File: config.mk
export PLATFORM = sky130hd
export DESIGN_NAME = pwe_cell
export DESIGN_NICKNAME = d
export VERILOG_FILES = /design/src/hw/rtl/pwe_pkg.sv /design/src/hw/rtl/pwe_sqd.sv /design/src/hw/rtl/pwe_cell.sv
export SDC_FILE = /design/constraint.sdc
export NUM_CORES = 1
export LEC_CHECK = 0
export ABC_AREA = 0
export BUFFER_PORTS_ARGS = -buffer_cell sky130_fd_sc_hd__buf_4
export CAP_MARGIN = 20
export CORE_UTILIZATION = 41
export CTS_BUF_LIST = sky130_fd_sc_hd__clkbuf_4
export DETAILED_ROUTE_END_ITERATION = 6
export HOLD_SLACK_MARGIN = 0.05
export PLACE_DENSITY = 0.68
export SLEW_MARGIN = 25
export SYNTH_ARGS = -nofsm -noshare
export SYNTH_HDL_FRONTEND = slang
export SYNTH_HIERARCHICAL = 1
export SYNTH_SLANG_ARGS = --single-unit
File: constraint.sdc
create_clock -name i_clk -period 10.9 [get_ports i_clk]
set_input_delay 1.09 -clock i_clk [delete_from_list [all_inputs] [get_ports i_clk]]
set_output_delay 1.09 -clock i_clk [all_outputs]
set_load 0.03 [all_outputs]
File: src/hw/rtl/pwe_pkg.sv
// Package: shared types, codes and cost arithmetic for the path warping energy block.
`default_nettype none
package pwe_pkg;
    localparam int COST_W    = 36;
    localparam int CFG_W     = 11;
    localparam int CFG_IDX_W = 3;
    localparam int START_W   = 10;

    localparam logic [COST_W-1:0] COST_MAX = {COST_W{1'b1}};

    // register indexes
    localparam logic [CFG_IDX_W-1:0] CFG_FIRST_SX  = 3'd0;
    localparam logic [CFG_IDX_W-1:0] CFG_FIRST_SY  = 3'd1;
    localparam logic [CFG_IDX_W-1:0] CFG_SECOND_SX = 3'd2;
    localparam logic [CFG_IDX_W-1:0] CFG_SECOND_SY = 3'd3;
    localparam logic [CFG_IDX_W-1:0] CFG_FIRST_CNT = 3'd4;
    localparam logic [CFG_IDX_W-1:0] CFG_SECOND_CNT = 3'd5;

    // step directions
    localparam logic [1:0] DIR_N = 2'd0;
    localparam logic [1:0] DIR_E = 2'd1;
    localparam logic [1:0] DIR_S = 2'd2;
    localparam logic [1:0] DIR_W = 2'd3;

    // token moving along the cell row (position travels beside it)
    typedef struct packed {
        logic              valid;
        logic              first;
        logic              last;
        logic [COST_W-1:0] left;
        logic [COST_W-1:0] diag;
    } t_tok;

    function automatic logic [COST_W-1:0] sat_add(input logic [COST_W-1:0] a,
                                                  input logic [COST_W-1:0] b);
        logic [COST_W:0] s;
        s = {1'b0, a} + {1'b0, b};
        return s[COST_W] ? COST_MAX : s[COST_W-1:0];
    endfunction
endpackage
`default_nettype wire

File: src/hw/rtl/pwe_sqd.sv
// Squared Euclidean distance between two packed {y, x} grid positions.
`default_nettype none
module pwe_sqd import pwe_pkg::*; #(
    parameter int CW = 12
) (
    input  wire logic [2*CW-1:0]   i_a,
    input  wire logic [2*CW-1:0]   i_b,
    output logic      [COST_W-1:0] o_d
);
    localparam int SW = 2 * (CW + 1);

    logic signed [CW:0]   dx, dy;
    logic signed [SW-1:0] px, py;

    assign dx = $signed({i_a[CW-1], i_a[CW-1:0]}) - $signed({i_b[CW-1], i_b[CW-1:0]});
    assign dy = $signed({i_a[2*CW-1], i_a[2*CW-1:CW]})
              - $signed({i_b[2*CW-1], i_b[2*CW-1:CW]});
    assign px = dx * dx;
    assign py = dy * dy;
    assign o_d = COST_W'($unsigned(px)) + COST_W'($unsigned(py));
endmodule
`default_nettype wire

File: src/hw/rtl/pwe_cell.sv
// One column cell: holds a second-walk position and its running column cost.
`default_nettype none
module pwe_cell import pwe_pkg::*; #(
    parameter int CW    = 12,
    parameter int CNT_W = 11,
    parameter int IDX   = 1
) (
    input  wire logic             i_clk,
    input  wire logic             i_rst_n,
    input  wire logic [CNT_W-1:0] i_m,
    input  wire logic             i_wen,
    input  wire logic [CNT_W-1:0] i_widx,
    input  wire logic [2*CW-1:0]  i_wpos,
    input  wire t_tok             i_tok,
    input  wire logic [2*CW-1:0]  i_pos,
    output t_tok                  o_tok,
    output logic      [2*CW-1:0]  o_pos
);
    logic [2*CW-1:0]   r_s;
    logic [COST_W-1:0] r_c;
    logic              r_vld;
    logic              r_first, r_last;
    logic [COST_W-1:0] r_left, r_diag;

    logic [COST_W-1:0] d, up, best, nc;
    logic              active;

    pwe_sqd #(.CW(CW)) u_sqd (.i_a(i_pos), .i_b(r_s), .o_d(d));

    assign active = CNT_W'(IDX) <= i_m;
    assign up     = i_tok.first ? COST_MAX : r_c;

    always_comb begin
        best = i_tok.left;
        if (up < best) begin
            best = up;
        end
        if (i_tok.diag < best) begin
            best = i_tok.diag;
        end
        nc = sat_add(best, d);
    end

    always_ff @(posedge i_clk) begin
        if (!i_rst_n) begin
            r_vld <= 1'b0;
        end else begin
            r_vld <= i_tok.valid;
        end
    end

    always_ff @(posedge i_clk) begin
        if (i_wen && i_widx == CNT_W'(IDX)) begin
            r_s <= i_wpos;
        end
        if (i_tok.valid && active) begin
            r_c <= nc;
        end
        r_first <= i_tok.first;
        r_last  <= i_tok.last;
        r_left  <= active ? nc : i_tok.left;   // past the last column: carry through
        r_diag  <= up;
        o_pos   <= i_pos;
    end

    assign o_tok = '{valid: r_vld, first: r_first, last: r_last, left: r_left, diag: r_diag};
endmodule
`default_nettype wire

; Yosys cells after proc, flatten, opt, wreduce, memory -nomap -nowiden
; Cells that the tools add are included.
[word_totals]
input_bits = 148
word_cells = 25
regBits = 159
[classes]
multipliers = 2
add_sub_neg = 4
eq_ne = 1
mux = 5
reduce_logical = 2
order_cmp = 3
[op_table]
columns = operator, count
row1 = two-way mux 36 bit, 5
row2 = < comparator 36 bit, 2
row3 = multiplier 13 x 13 -> 26 bit, 2
row4 = adder 36 x 36 -> 37 bit, 1
row5 = adder 26 x 26 -> 27 bit, 1
row6 = subtractor 12 x 12 -> 13 bit, 2
row7 = == test 11 x 1 -> 1 bit (second input constant), 1
row8 = less-or-equal comparator 1 x 11 -> 1 bit (first input constant), 1
row9 = logical AND 1 bit, 2

; Depth between registers and ports, before layout
[depth]
depth_word = 8
ltp_mapped = 50

; Cells and area by module
; The synthesis kept the hierarchy.
[modules_own_cells]
columns = module, area_per_inst_um2, instances, cells_per_inst, seq_area_each_um2
row1 = pwe_sqd, 13787.0, 1, 1585, 0.0
row2 = pwe_cell, 9272.6, 1, 1006, 3783.6

; Worst setup path after synthesis
; No wires, ideal clock.
[synth_path]
path_type = input port to flip-flop
startpoint = in i_pos[12]
endpoint = reg r_c[35] (data pin)
stages = 45
slack_ns = -0.379
arrival_time_ns = 11.019
path_cell_list = inv_1 -> ha_1 -> fa_1 -> nor2b_1 -> o31a_1 -> o21ai_0 -> nand2b_1 -> xor2_1 -> inv_1 -> nor2_1 -> inv_1 -> fa_1 -> inv_1 -> fa_1 -> fa_1 -> inv_1 -> fa_1 -> fa_1 -> [9 not listed] -> xnor2_1 -> ha_1 -> a2111oi_0 -> o21ai_0 -> a22o_1 -> or4b_4 -> a41oi_2 -> xnor2_1 -> ha_1 -> nand2_1 -> nor4_2 -> o31ai_1 -> nand3_1 -> a41oi_2 -> a311o_1 -> a2bb2oi_1 -> mux2i_1 -> nand2_1
[synth_between]
elab_chain_len = 5
[synth_lines]
columns = element, line
row1 = "start, declared", pwe_cell.sv:15  ; input wire logic [2*CW-1:0] i_pos,
row2 = subtractor 12 x 12 -> 13 bit, pwe_sqd.sv:17  ; - $signed({i_b[2*CW-1], i_b[2*CW-1:CW]});
row3 = multiplier 13 x 13 -> 26 bit, pwe_sqd.sv:19  ; assign py = dy * dy;
row4 = adder 26 x 26 -> 27 bit, pwe_sqd.sv:20  ; assign o_d = COST_W'($unsigned(px)) + COST_W'($unsigned(py));
row5 = named net d[24], pwe_cell.sv:25  ; logic [COST_W-1:0] d, up, best, nc;
row6 = adder 36 x 36 -> 37 bit, pwe_pkg.sv:37  ; s = {1'b0, a} + {1'b0, b};
row7 = two-way mux 36 bit, pwe_pkg.sv:38  ; return s[COST_W] ? COST_MAX : s[COST_W-1:0];
row8 = named net nc[35], pwe_cell.sv:25
row9 = "end signal, assigned", pwe_cell.sv:57  ; r_c <= nc;
row10 = "end, declared", pwe_cell.sv:20  ; logic [COST_W-1:0] r_c;
; The timed path passes the listed nets, and every way through them passes these cells.
; A chain may end at the register's enable or synchronous reset.

; Worst setup path after layout
; Same ends and word-level chain as after synthesis.

==> run summary <==
The root buffer cell chosen for the clock tree is sky130_fd_sc_hd__clkbuf_4. The flop and latch count out of synthesis came out at 159. The arrival time of data at the critical path endpoint came out at 11,030 ps. The number of synthesized flops with an enable pin is 60. The worst reg2reg path startpoint is r_s[12]$_DFFE_PP_. The number of standard cells after synthesis came out at 2,591. The sequential-to-total area share from yosys stat is approximately 16%. The number of nets with antenna violations after detailed routing is 0.

Of all nets on the critical path, the largest fanout is 5. The hold-fix buffer count after cts came out at 0. The area of the multi-input gates is about 17,000 sq um. The slew at the pin closest to its max-slew limit came out at 695.9 ps. The hold path startpoint is i_pos[12]. The relative slew slack came out at 53.60%. Max-cap violations in this run came to 0. The tightest min-delay check is of the in -> reg type. The floorplan has 86 rows. The post-route clock skew is ~49 ps.

The required time at the worst-slack endpoint came out at between 10,000 and 15,000 ps. In the post-synthesis netlist, the biggest area contributors are sky130_fd_sc_hd__fa_1 (24%), sky130_fd_sc_hd__ha_1 (16%), sky130_fd_sc_hd__dfxtp_1 (8.6%), sky130_fd_sc_hd__inv_1 (8.3%), sky130_fd_sc_hd__edfxtp_1 (7.8%). The async set-or-reset flop fraction in the synthesized netlist came out at 0%.

The maximum number of pins on one net before global-route repair came out at 75. The worst-skew pair later-pin latency came out at 730 ps. The number of clock sinks is 159. The initial antenna violation count is 2. The I/O pin total came out at 247. The finished layout holds 3,912 standard cells, fillers aside.

The number of fillers in the final layout is 5,178. The via count of the first global-routing pass is 20,500. The port buffer count is 246. The routability congestion estimate from global placement is 1.031. The number of hold-slack violations in the final timing report came to 0.

Together, buffers and inverters on the worst path number 13. The final number of max-transition violations is 0. The die is 239.2 um wide. The most critical setup path has its startpoint at i_pos[12].

Broken down by cell family, the worst path's largest delay share belongs to adder cells. The clock input transition at the sequential cells of the worst setup and hold paths came out at around 200 ps. In the routed design, unresolved DRC markers number 0. In the synthesized netlist the dominant register cell turns out to be sky130_fd_sc_hd__dfxtp_1. The detailed router's first-iteration violation count is 912.

The top-area cell type share of the netlist area is 24.48%. The total negative slack came out at 0 ps. The final layout contains routed wiring with a total length of around 62,000 um. The cell with the biggest individual delay on the critical path is sky130_fd_sc_hd__fa_1. The total clock buffers created by CTS is 17. TritonCTS built the clock tree. The area added between synthesis and finish came out at 25.32%. The register area is between 3000 and 4000 sq um. The final hold slack came out at approximately 450 ps. The kind of launch point of the worst setup path is a primary input.

In this run the deepest clock path goes through 2 buffers. The vertical die dimension is 239.2 um. The worst setup path is captured at a flop.

The run finished with clean final reports. During synthesis, Yosys emitted a total of 6 warnings. The placed instance count is a little under 4,000. The wire length of the first global-routing pass came out at 100,500 um. Once the floorplan was initialized, standard cells occupied 41.69% of the core. The setup-violating endpoint count in the final report is 0. The maximum operating frequency came out at 0.09467 GHz.

The placed wire-length estimate came out at 53,590 um. The core outline area came out at approximately 55,000 sq um. The post-route fraction of the period consumed by the critical path is 96.91%. The detailed-route wire length per cell is 15.80 um.

The largest stage delay on the critical path came out at 540 ps. The average cell area after synthesis came out at 8.900 sq um. The mapped netlist covers 23,060 sq um.

The detailed-router iteration count before antenna repair is 5. Dividing the detail-routed via count by the number of cells gives 5.042. The net count reported at finish is 3,881. Of all cell types, the one taking the most synthesized area is sky130_fd_sc_hd__fa_1.

CTS built an H-tree with a depth of 4. The number of different library cells used by synthesis comes to 89. In the global route stage, overall resource usage came out at 22.04%. By instance count, the cell type seen most on the critical path is sky130_fd_sc_hd__buf_4.

The worst setup path is of the in -> reg kind. The minimum clock period after layout is 10,560 ps. The vias after detailed routing came out at around 20,000. Summed over all layers, the global routing overflow is 0.

The overall die area is roughly 57,000 sq um. The fraction of final layout cells sized beyond drive strength 1 is 24.04%.
-- flip-flops by register name, summed over array words and instances (netlist names) --
signal,count
o_pos,24
r_left,36
r_diag,36
r_vld,1
r_s,24
r_first,1
r_last,1
r_c,36
-- worst paths after layout --
| path | to | slack (ps) | cells after the start |
|---|---|---|---|
| setup / recovery | r_c[35]$_DFFE_PP_ | 340 | 48 |
| hold / removal | o_pos[12]$_DFF_P_ | 450 | 1 |
| setup reg to reg | r_c[35]$_DFFE_PP_ | 450 | 47 |
| hold reg to reg | r_diag[31]$_DFF_P_ | 460 | 2 |
-- metal layers --
layer | share of wire, % | global-route usage, % | up-vias
li1 | - | - | 9590
met1 | 43 | 27.68 | 9471
met2 | 49 | 39.31 | 578
met3 | 5.4 | 3.002 | 87
met4 | 2.2 | 6.061 | 0
met5 | 0 | 0 | -
-- kinds of logic after synthesis --
kind of cell             after synthesis  synth area share (%)
AO/OA/AOI/OAI                        474                 13.41
multiplexers                          47                 2.127
AND/OR/NAND/NOR                      613                 12.02
adder cells (fa/ha/maj)              585                 40.92
XOR/XNOR                             128                 4.927
buffers and inverters                584                 10.16
flip-flops                           159                 16.41
other                                  1               0.01626
-- cell usage after synthesis, types with 12 or more instances --
library cell,n
sky130_fd_sc_hd__and3_1,12
sky130_fd_sc_hd__o21ai_1,13
sky130_fd_sc_hd__nand2_1,175
sky130_fd_sc_hd__mux2i_1,37
sky130_fd_sc_hd__fa_1,282
sky130_fd_sc_hd__a21o_1,58
sky130_fd_sc_hd__edfxtp_1,60
sky130_fd_sc_hd__o211ai_1,18
sky130_fd_sc_hd__ha_1,303
sky130_fd_sc_hd__a31oi_1,38
sky130_fd_sc_hd__nor2_1,247
sky130_fd_sc_hd__o21bai_1,19
sky130_fd_sc_hd__buf_4,12
sky130_fd_sc_hd__a21oi_1,138
sky130_fd_sc_hd__nand2b_1,40
sky130_fd_sc_hd__nand3_1,22
sky130_fd_sc_hd__nor2b_1,20
sky130_fd_sc_hd__nand4_1,20
sky130_fd_sc_hd__nor3_1,22
sky130_fd_sc_hd__o21ai_0,69
sky130_fd_sc_hd__o21a_1,24
sky130_fd_sc_hd__inv_1,512
sky130_fd_sc_hd__dfxtp_1,99
sky130_fd_sc_hd__xnor2_1,85
sky130_fd_sc_hd__a211oi_1,24
sky130_fd_sc_hd__clkbuf_1,25
sky130_fd_sc_hd__xor2_1,41
-- placed cells by master, fill, tap and decap left out, types with 7 or more instances in the layout --
| cell | netlist | layout |
|---|---|---|
| sky130_fd_sc_hd__nor2_1 | 247 | 235 |
| sky130_fd_sc_hd__o211ai_1 | 18 | 18 |
| sky130_fd_sc_hd__nor2_2 | 1 | 11 |
| sky130_fd_sc_hd__fa_1 | 282 | 275 |
| sky130_fd_sc_hd__nand3_1 | 22 | 20 |
| sky130_fd_sc_hd__fa_2 | 0 | 7 |
| sky130_fd_sc_hd__buf_4 | 12 | 582 |
| sky130_fd_sc_hd__conb_1 | 1 | 11 |
| sky130_fd_sc_hd__nand4_1 | 20 | 20 |
| sky130_fd_sc_hd__mux2i_1 | 37 | 37 |
| sky130_fd_sc_hd__inv_2 | 5 | 9 |
| sky130_fd_sc_hd__nor2b_1 | 20 | 16 |
| sky130_fd_sc_hd__o31a_1 | 9 | 9 |
| sky130_fd_sc_hd__or3_1 | 8 | 7 |
| sky130_fd_sc_hd__clkbuf_4 | 0 | 17 |
| sky130_fd_sc_hd__nand2b_1 | 40 | 39 |
| sky130_fd_sc_hd__and2_1 | 8 | 8 |
| sky130_fd_sc_hd__o21ai_1 | 13 | 19 |
| sky130_fd_sc_hd__a21oi_1 | 138 | 132 |
| sky130_fd_sc_hd__dfxtp_1 | 99 | 99 |
| sky130_fd_sc_hd__ha_1 | 303 | 293 |
| sky130_fd_sc_hd__o21a_1 | 24 | 24 |
| sky130_fd_sc_hd__xnor2_2 | 2 | 7 |
| sky130_fd_sc_hd__a31oi_1 | 38 | 38 |
| sky130_fd_sc_hd__a21oi_2 | 2 | 8 |
| sky130_fd_sc_hd__nor4_1 | 8 | 8 |
| sky130_fd_sc_hd__or2_2 | 10 | 10 |
| sky130_fd_sc_hd__nand2_1 | 175 | 169 |
| sky130_fd_sc_hd__mux2_2 | 8 | 8 |
| sky130_fd_sc_hd__xnor2_1 | 85 | 79 |
| sky130_fd_sc_hd__a21o_1 | 58 | 58 |
| sky130_fd_sc_hd__edfxtp_1 | 60 | 60 |
| sky130_fd_sc_hd__o21ai_0 | 69 | 59 |
| sky130_fd_sc_hd__inv_1 | 512 | 507 |
| sky130_fd_sc_hd__nor3_1 | 22 | 22 |
| sky130_fd_sc_hd__and3_1 | 12 | 10 |
| sky130_fd_sc_hd__o21bai_1 | 19 | 19 |
| sky130_fd_sc_hd__xor2_1 | 41 | 36 |
| sky130_fd_sc_hd__a211oi_1 | 24 | 20 |
-- final cells by class --
type / count / area share, %
Multi-Input combinational cell: 1858 / 60.27
Timing Repair Buffer: 589 / 15.54
Sequential cell: 159 / 13.09
Inverter: 522 / 6.802
Tap cell: 748 / 3.239
Clock inverter: 15 / 0.5585
Clock buffer: 17 / 0.4416
Timing Repair inverter: 1 / 0.02598
Antenna cell: 3 / 0.02598
-- stage by stage --
stage	util [%]	setup slack, ps	area (sq um)
after global placement	50.80	-380.8	28090
final	52.25	336.5	28900
after global routing	52.25	-84.01	28900
after CTS	51.32	201.0	28380
after detailed placement	50.80	-509.3	28090
after floorplan	-	6.141	23180
-- repair_timing --
item | in CTS | in global routing
gates resized for setup | 0 | 95
endpoints found under the setup margin | 0 | 72
setup buffers | 0 | 18
Power is left out: the tool's default activity adds up to more than one toggle a clock period on the data nets, which glitch-free logic cannot reach.
