### config.mk
export PLATFORM = sky130hd
export DESIGN_NAME = pwe_sqd
export DESIGN_NICKNAME = d
export VERILOG_FILES = /design/src/hw/rtl/pwe_pkg.sv /design/src/hw/rtl/pwe_sqd.sv
export SDC_FILE = /design/constraint.sdc
export NUM_CORES = 1
export LEC_CHECK = 0
export BUFFER_PORTS_ARGS = -buffer_cell sky130_fd_sc_hd__buf_2
export CAP_MARGIN = 20
export CORE_MARGIN = 2
export CORE_UTILIZATION = 52
export DETAILED_ROUTE_END_ITERATION = 8
export PLACE_DENSITY = 0.68
export SYNTH_ARGS = -nofsm -noshare
export SYNTH_HDL_FRONTEND = slang
export SYNTH_SLANG_ARGS = --single-unit
### constraint.sdc
create_clock -name vclk -period 17
set_input_delay 2.55 -clock vclk [all_inputs]
set_output_delay 2.55 -clock vclk [all_outputs]
set_load 0.01 [all_outputs]
### src/hw/rtl/pwe_pkg.sv
// Package: shared types, codes and cost arithmetic for the path warping energy block.
`default_nettype none
package pwe_pkg;
    localparam int COST_W    = 36;
    localparam int CFG_W     = 11;
    localparam int CFG_IDX_W = 3;
    localparam int START_W   = 10;

    localparam logic [COST_W-1:0] COST_MAX = {COST_W{1'b1}};

    // register indexes
    localparam logic [CFG_IDX_W-1:0] CFG_FIRST_SX  = 3'd0;
    localparam logic [CFG_IDX_W-1:0] CFG_FIRST_SY  = 3'd1;
    localparam logic [CFG_IDX_W-1:0] CFG_SECOND_SX = 3'd2;
    localparam logic [CFG_IDX_W-1:0] CFG_SECOND_SY = 3'd3;
    localparam logic [CFG_IDX_W-1:0] CFG_FIRST_CNT = 3'd4;
    localparam logic [CFG_IDX_W-1:0] CFG_SECOND_CNT = 3'd5;

    // step directions
    localparam logic [1:0] DIR_N = 2'd0;
    localparam logic [1:0] DIR_E = 2'd1;
    localparam logic [1:0] DIR_S = 2'd2;
    localparam logic [1:0] DIR_W = 2'd3;

    // token moving along the cell row (position travels beside it)
    typedef struct packed {
        logic              valid;
        logic              first;
        logic              last;
        logic [COST_W-1:0] left;
        logic [COST_W-1:0] diag;
    } t_tok;

    function automatic logic [COST_W-1:0] sat_add(input logic [COST_W-1:0] a,
                                                  input logic [COST_W-1:0] b);
        logic [COST_W:0] s;
        s = {1'b0, a} + {1'b0, b};
        return s[COST_W] ? COST_MAX : s[COST_W-1:0];
    endfunction
endpackage
`default_nettype wire

### src/hw/rtl/pwe_sqd.sv
// Squared Euclidean distance between two packed {y, x} grid positions.
`default_nettype none
module pwe_sqd import pwe_pkg::*; #(
    parameter int CW = 12
) (
    input  wire logic [2*CW-1:0]   i_a,
    input  wire logic [2*CW-1:0]   i_b,
    output logic      [COST_W-1:0] o_d
);
    localparam int SW = 2 * (CW + 1);

    logic signed [CW:0]   dx, dy;
    logic signed [SW-1:0] px, py;

    assign dx = $signed({i_a[CW-1], i_a[CW-1:0]}) - $signed({i_b[CW-1], i_b[CW-1:0]});
    assign dy = $signed({i_a[2*CW-1], i_a[2*CW-1:CW]})
              - $signed({i_b[2*CW-1], i_b[2*CW-1:CW]});
    assign px = dx * dx;
    assign py = dy * dy;
    assign o_d = COST_W'($unsigned(px)) + COST_W'($unsigned(py));
endmodule
`default_nettype wire

After elaboration in Yosys (flattened, before gate mapping)
Cells that the tools add are included.

storage, ports and cells
  input bits = 48
  logic and storage cells = 5
  register bits after elaboration = 0
  output and inout bits = 36

cells by class
  multipliers = 2
  add/sub/neg operators = 3

operators with widths
  kind              number
  $mul A13 B13 Y26  2
  $add A26 B26 Y27  1
  $sub A12 B12 Y13  2

Longest topological paths before layout
Gate-level depths: netlist of run 1.

  depth after elaboration = 3
  depth in mapped cells = 39
  depth with buffers taken out = 39

Worst setup path after synthesis of run 1
No wires, ideal clock.

  path type = input to output
  start = input i_a[12]
  end = output o_d[26]
  arrival = 10.601 ns
  path buffers = 0
  stages = 37
  path slack = 3.849 ns
  data required time = 14.450 ns
  cell sequence = inv_1 -> ha_1 -> fa_1 -> nor2b_1 -> o21a_1 -> o21ai_1 -> nand2b_1 -> a21o_1 -> xor2_1 -> inv_1 -> nor2_1 -> inv_1 -> fa_1 -> fa_1 -> inv_1 -> fa_1 -> inv_1 -> fa_1 -> fa_1 -> inv_1 -> ha_1 -> ha_1 -> o21a_1 -> o31a_1 -> o31a_1 -> o41ai_2 -> a21oi_1 -> nor2_1 -> xnor2_1 -> ha_1 -> a211o_1 -> or4_1 -> o21ai_0 -> a211oi_1 -> nor3_1 -> o21ai_1 -> a21o_1

on the way
  cells in the longest elaborated chain, start to end = 3

RTL lines
  what                line           text
  start: declaration  pwe_sqd.sv:6   input wire logic [2*CW-1:0] i_a,
  $sub A12 B12 Y13    pwe_sqd.sv:17  - $signed({i_b[2*CW-1], i_b[2*CW-1:CW]});
  $mul A13 B13 Y26    pwe_sqd.sv:19  assign py = dy * dy;
  $add A26 B26 Y27    pwe_sqd.sv:20  assign o_d = COST_W'($unsigned(px)) + COST_W'($unsigned(py));
  end: declaration    pwe_sqd.sv:8   output logic [COST_W-1:0] o_d

Every way passes these cells.

Worst setup path in the final report of run 1
Same ends and word-level chain as after synthesis.

==> results of run 1 <==
==> cell usage in the layout (no fill, tap or decap), types with 9 or more instances in the layout <==
master and n:
inv_1 416, fa_1 281, ha_1 197, nand2_1 134, nor2_1 133, buf_2 75, xnor2_1 69, a21oi_1 55
xor2_1 28, a21o_1 27, o21ai_0 22, nor3_1 18, nand3_1 17, nor2b_1 14, o21a_1 14, or3_1 11
conb_1 11, and3_1 10, nand2b_1 10, a31oi_1 9
==> through the flow <==
stage | worst slack [ns] | area (um^2) | util (%) | std cells | hold WS, ns
2_1_floorplan | 3.85 | 13900 | - | 1618 | 5.52
3_3_place_gp | 2.60 | 14600 | 55.9 | 2007 | 6.10
6_report | 2.40 | 14600 | 55.9 | 2008 | 6.12
5_1_grt | 1.83 | 14600 | 55.9 | 2008 | 6.17
4_1_cts | 2.47 | 14600 | 55.9 | 2007 | 6.11
3_5_place_dp | 2.52 | 14600 | 55.9 | 2007 | 6.10
==> worst paths after layout <==
check	startpoint	end	cells past startpoint
max	i_a[12]	o_d[26]	39
min	i_b[13]	o_d[2]	5
==> cell type report <==
cell class         count  area (um^2)
fillers             2402        11500
inverters            426         1600
multi-input cells   1164        12100
well taps            335          419
repair buffers        83          435
==> logic make-up (layout without fill, tap and decap cells) <==
| kind of cell | Yosys count | in the layout | share of synthesized area [%] |
|---|---|---|---|
| adder cells (fa/ha/maj) | 478 | 478 | 58.5 |
| other | 1 | 11 | 0.0271 |
| XOR/XNOR | 99 | 99 | 6.38 |
| AO/OA/AOI/OAI | 196 | 196 | 10.0 |
| buffers and inverters | 454 | 509 | 12.7 |
| multiplexers | 6 | 6 | 0.434 |
| AND/OR/NAND/NOR | 374 | 374 | 11.9 |
==> per-layer routing <==
layer | track usage, % | vias to the layer above
li1 | - | 5064
met1 | 30.6 | 5308
met2 | 36.1 | 243
met3 | 1.50 | 29
met4 | 3.00 | 0
met5 | 0 | -
==> summary.txt, run 1 <==
STA
  • Least-Margin Pin Slew: 1.08 ns
  • Setup TNS: 0 ns
  • Slew HR: 27.7%
  • Final hold vios: 0
  • Crit path time final: 14.60 ns
  • Fmax: 0.0685 GHz
  • Period utilization: 85.9%
  • RSZ-0062 raised after global routing: no
  • Final Slew Violations: 0
  • Final setup vio count: 0

Die
  • Initial Utilization: 53.1%
  • Core box area: 26100 um^2
  • Site Rows: 59
  • Top-Level Pins: 84
  • Die area: 27900 um^2
  • Die Wd: 167 um
  • Die H: 167 um

Logic synthesis
  • Post-synth top area cell: fa_1
  • Post-synth top area share: 40.7%
  • Post-Syn Area: 13800 um^2
  • Sequential-to-total area share from yosys stat: 0%
  • Synthesized area per cell: 8.60 um^2
  • Netlist cell types: 70
  • Syn Inst Count: 1608
  • Synth cell count leaders: 416 x inv_1, 281 x fa_1, 197 x ha_1, 134 x nand2_1, 133 x nor2_1
  • Top-count cell post-synth: inv_1
  • Synth top area cells: fa_1 41%, ha_1 18%, inv_1 11%
  • Yosys warnings: 0

CTS
  • Post-CTS Repair Setup Buffers: 0
  • PostCTS Resize Cnt: 0
  • CTS Hold Bufs: 0

Detailed routing
  • Post-route ant nets: 0
  • DR vias/cell: 5.30
  • WL met1: 12600 um
  • Met3 wire length: 1530 um
  • Met2 WL: 13500 um
  • Final WL: 28100 um
  • Via count: 10600
  • DR top layer: met4
  • Drt first-iter violations: 633
  • # DRC: 0
  • WL per Instance: 14.0 um
  • Router iterations before antenna repair: 5

Critical path
  • CP Launch Type: input port
  • CP Capture Type: output port
  • Crit path max fanout: 10
  • Crit path required time: 14.45 ns
  • Critical path class: in2out
  • CP Buf/Inv Count: 8
  • Arrival @ worst endpoint: 12.05 ns
  • Critical path's top delay family: adder cells
  • Critical path's largest stage delay: 0.81 ns
  • Crit path max-delay cell type: xor2_1

GRT
  • Largest net degree at the start of global routing: 18
  • Gr usage total: 21.2%
  • First-pass GRT wire length: 50000 um
  • Number of global-route vias before repair: 11000
  • GR Overflow Total: 0
  • Antenna violations before repair: 0

Final layout
  • Diode count: 0
  • Seq_cells: 0
  • Synthesis-to-layout area growth: 5.33%
  • Sequential cell area: 0 um^2
  • Layout cell share with drive strength beyond 1: 6.81%
  • # clk buffers: 0
  • # nets final: 2201

Placed design
  • Port-buffer cells: 75
  • Detail Placement HPWL: 24800 um
  • Placer Congestion: 0.908

Status
  • Status: finished clean

Job
  • Max_cap viols: 0

Worst hold path
  • Hold Crit Class: in2out
Power of run 1 is left out: the tool's default activity adds up to more than one toggle a clock period on the data nets, which glitch-free logic cannot reach.
==> run 2, diff against run 1 <==
PLACE_DENSITY = 0.72   (was 0.68)
==> summary.txt, run 2 (synthesis results as in run 1) <==
GRT
  • Gr usage total: 21.6% (was 21.2%)
  • Number of global-route vias before repair: 11300 (was 11000)
  • First-pass GRT wire length: 51000 um (was 50000 um)
  • Antenna violations before repair: 0 (unchanged)
  • Largest net degree at the start of global routing: 18 (unchanged)
  • GR Overflow Total: 0 (unchanged)

Worst hold path
  • Hold Crit Class: in2out (unchanged)
  • Hold Path Stages: 5 (unchanged)
  • Worst Hold Launch: i_b[13] (unchanged)
  • Hold endpoint: o_d[2] (unchanged)

STA
  • RSZ-0062 raised after global routing: no (unchanged)
  • Crit path time final: 14.72 ns (was 14.60 ns)
  • Setup TNS: 0 ns (unchanged)
  • Final setup vio count: 0 (unchanged)
  • Final Slew Violations: 0 (unchanged)
  • Hold_ws: 6.13 ns (was 6.12 ns)
  • Fmax: 0.0679 GHz (was 0.0685 GHz)
  • Slew HR: 22.4% (was 27.7%)
  • Period utilization: 86.6% (was 85.9%)
  • Final hold vios: 0 (unchanged)
  • Least-Margin Pin Slew: 1.16 ns (was 1.08 ns)

Die
  • Die H: 167 um (unchanged)
  • Die Wd: 167 um (unchanged)
  • Site Rows: 59 (unchanged)
  • Core box area: 26100 um^2 (unchanged)
  • Die area: 27900 um^2 (unchanged)
  • Initial Utilization: 53.1% (unchanged)
  • Top-Level Pins: 84 (unchanged)

Detailed routing
  • WL per Instance: 14.1 um (was 14.0 um)
  • Final WL: 28400 um (was 28100 um)
  • # DRC: 0 (unchanged)
  • DR vias/cell: 5.29 (was 5.30)
  • Drt first-iter violations: 537 (was 633)
  • Via count: 10600 (about the same)
  • Post-route ant nets: 0 (unchanged)
  • Router iterations before antenna repair: 5 (unchanged)

Critical path
  • Arrival @ worst endpoint: 12.17 ns (was 12.05 ns)
  • CP Launch Type: input port (unchanged)
  • Critical path's largest stage delay: 0.77 ns (was 0.81 ns)
  • Crit path max-delay cell type: xor2_1 (unchanged)
  • Crit path required time: 14.45 ns (about the same)
  • Critical path class: in2out (unchanged)
  • Crit path max fanout: 10 (unchanged)
  • CP Capture Type: output port (unchanged)

Final layout
  • Commonest non-fill, non-tap cell in the layout: inv_1 (unchanged)
  • Diode count: 0 (unchanged)
  • Seq_cells: 0 (unchanged)
  • # nets final: 2203 (was 2201)
  • Layout cell share with drive strength beyond 1: 6.93% (was 6.81%)
  • Synthesis-to-layout area growth: 5.44% (was 5.33%)
  • Post-route insts no fill: 2010 (was 2008)
  • Layout Cell Area excl Fill: 14600 um^2 (about the same)
  • Commonest non-fill, non-tap cells in the layout: 416 x inv_1, 281 x fa_1, 197 x ha_1 (unchanged)
  • Sequential cell area: 0 um^2 (unchanged)
  • # clk buffers: 0 (unchanged)

CTS
  • Post-CTS Repair Setup Buffers: 0 (unchanged)
  • CTS Hold Bufs: 0 (unchanged)
  • PostCTS Resize Cnt: 0 (unchanged)

Placed design
  • Detail Placement HPWL: 25200 um (was 24800 um)
  • Placed cell areas: 14600 um^2 (about the same)
  • Port-buffer cells: 75 (unchanged)
  • Placer Congestion: 0.874 (was 0.908)
  • Placed cells: 2009 (was 2007)

Status
  • Status: finished clean (unchanged)

Job
  • Max_cap viols: 0 (unchanged)
[run 2: cell types whose count changed in the layout (fill, tap and decap cells not counted), sizes merged]
cell / change
buf: +2
[run 2: routing by layer]
| metal | part of all wire, % | global-route usage (%) | up-vias |
|---|---|---|---|
| met2 | 50 | 38.1 | 257 |
| met1 | 44 | 29.3 | 5269 |
| li1 | - | - | 5059 |
| met5 | 0 | 0 | - |
| met3 | 5.0 | 2.16 | 51 |
| met4 | 1.7 | 3.79 | 0 |
[run 2: final cells by class]
class / instances / area, um^2
fill: 2414 / 11500
inverter: 426 / 1600
tap: 335 / 419
timing repair buffer: 85 / 450
multi-input combinational: 1164 / 12100
[run 2: worst max-delay path: cells and delay by family]
| family | cells | cell delay (ns) |
|---|---|---|
| AOI/OAI and AO/OA | 11 | 2.40 |
| xor gates and xnor gates | 3 | 1.04 |
| adders and majority gates | 10 | 4.09 |
| buffers and inverters | 8 | 0.87 |
| and+or+nand+nor | 8 | 1.19 |
[run 2: how the worst max path moves through the flow]
stage	start	endpoint	slack, ns	cells past startpoint
5_1_grt	i_a[12]	o_d[24]	1.53	40
6_report	i_a[12]	o_d[24]	2.28	40
3_5_place_dp	i_a[12]	o_d[24]	2.47	40
4_1_cts	i_a[12]	o_d[24]	2.41	40
2_1_floorplan	i_a[12]	o_d[26]	3.85	37
3_3_place_gp	i_a[12]	o_d[24]	2.62	40
[run 2: metrics by stage]
step | worst slack, ns | utilization [%]
floorplan | 3.85 | -
CTS | 2.41 | 55.9
global route | 1.53 | 55.9
finish | 2.28 | 55.9
detailed placement | 2.47 | 55.9
global placement | 2.62 | 55.9
Power of run 2 is left out for the same reason.
==> run 3, diff against run 2 <==
CORE_UTILIZATION = 65   (was 52)
PLACE_DENSITY = 0.87   (was 0.72)
==> summary.txt, run 3 (synthesis results as in run 1) <==
STA
  • Final Slew Violations: 0 (unchanged)
  • Final hold vios: 0 (unchanged)
  • Fmax: 0.0688 GHz (was 0.0679 GHz)
  • Period utilization: 85.6% (was 86.6%)
  • Least-Margin Pin Slew: 1.13 ns (was 1.16 ns)
  • Slew HR: 23.9% (was 22.4%)
  • Setup TNS: 0 ns (unchanged)
  • Final setup vio count: 0 (unchanged)
  • Crit path time final: 14.54 ns (was 14.72 ns)
  • RSZ-0062 raised after global routing: no (unchanged)
  • Hold_ws: 6.08 ns (was 6.13 ns)

Die
  • Site Rows: 53 (was 59)
  • Top-Level Pins: 84 (unchanged)
  • Core box area: 21000 um^2 (was 26100 um^2)
  • Initial Utilization: 66.0% (was 53.1%)
  • Die Wd: 150 um (was 167 um)
  • Die area: 22500 um^2 (was 27900 um^2)
  • Die H: 150 um (was 167 um)

Final layout
  • # nets final: 2202 (was 2203)
  • Seq_cells: 0 (unchanged)
  • Commonest non-fill, non-tap cell in the layout: inv_1 (unchanged)
  • Post-route insts no fill: 1949 (was 2010)
  • Sequential cell area: 0 um^2 (unchanged)
  • Fillers: 1689 (was 2414)
  • # clk buffers: 0 (unchanged)
  • Commonest non-fill, non-tap cells in the layout: 416 x inv_1, 281 x fa_1, 197 x ha_1 (unchanged)
  • Synthesis-to-layout area growth: 4.84% (was 5.44%)
  • Layout cell share with drive strength beyond 1: 6.87% (was 6.93%)
  • Diode count: 0 (unchanged)

Critical path
  • Crit path max fanout: 10 (unchanged)
  • CP Launch Type: input port (unchanged)
  • Crit path required time: 14.45 ns (about the same)
  • Critical path class: in2out (unchanged)
  • Critical path's largest stage delay: 0.72 ns (was 0.77 ns)
  • Arrival @ worst endpoint: 11.99 ns (was 12.17 ns)
  • Crit path max-delay cell type: xor2_1 (unchanged)
  • Crit path capture: o_d[24] (unchanged)
  • CP Capture Type: output port (unchanged)
  • Crit path launch: i_a[12] (unchanged)

GRT
  • GR Overflow Total: 0 (unchanged)
  • Largest net degree at the start of global routing: 18 (unchanged)
  • Antenna violations before repair: 0 (unchanged)
  • First-pass GRT wire length: 50900 um (was 51000 um)
  • Gr usage total: 27.6% (was 21.6%)
  • Number of global-route vias before repair: 11500 (was 11300)

Detailed routing
  • Drt first-iter violations: 657 (was 537)
  • Via count: 10700 (was 10600)
  • Router iterations before antenna repair: 7 (was 5)
  • Post-route ant nets: 0 (unchanged)
  • DR vias/cell: 5.50 (was 5.29)
  • Final WL: 28600 um (was 28400 um)
  • WL per Instance: 14.7 um (was 14.1 um)
  • # DRC: 0 (unchanged)

Status
  • Status: finished clean (unchanged)

Worst hold path
  • Hold Crit Class: in2out (unchanged)

Job
  • Max_cap viols: 0 (unchanged)

Placed design
  • Detail Placement HPWL: 25600 um (was 25200 um)
  • Placed cells: 1949 (was 2009)
  • Port-buffer cells: 75 (unchanged)
  • Placer Congestion: 1.00 (was 0.874)

CTS
  • Post-CTS Repair Setup Buffers: 0 (unchanged)
  • CTS Hold Bufs: 0 (unchanged)
  • PostCTS Resize Cnt: 0 (unchanged)
[run 3: worst min-delay path by stage]
stage / from / end / slack [ns] / cells past startpoint
2_1_floorplan: i_b[0] / o_d[1] / 5.52 / 3
3_3_place_gp: i_b[13] / o_d[2] / 6.09 / 5
3_5_place_dp: i_b[13] / o_d[2] / 6.09 / 5
4_1_cts: i_b[13] / o_d[2] / 6.09 / 5
5_1_grt: i_b[13] / o_d[2] / 6.17 / 5
6_report: i_b[13] / o_d[2] / 6.08 / 5
[run 3: routing by layer]
metal | up-vias | routed length (um) | global-route usage (%)
met5 | - | 0 | 0
met4 | 0 | 546 | 4.91
met3 | 50 | 2170 | 3.23
met2 | 362 | 14500 | 49.5
met1 | 5252 | 11400 | 36.6
li1 | 5065 | - | -
[run 3: area by class of cell]
class	instances	area, um^2	share of cell area [%]
timing repair buffer	84	443	3.06
tap	275	344	2.37
inverter	426	1600	11.0
multi-input combinational	1164	12100	83.5
[run 3: through the flow]
step | instance area, um^2 | utilization [%] | setup WS, ns
final | 14500 | 69.2 | 2.46
after global routing | 14500 | 69.2 | 1.88
after CTS | 14500 | 69.2 | 2.73
after detailed placement | 14500 | 69.2 | 2.75
after global placement | 14500 | 69.2 | 3.04
after floorplan | 13900 | - | 3.85
[run 3: worst max-delay path: cells and delay by family]
kind	cells	cell delay, ns
compound gates	11	2.45
xor+xnor	3	0.97
fa+ha+maj	10	4.05
buf+inv	8	0.81
simple gates	8	1.14
Power of run 3 is left out for the same reason.
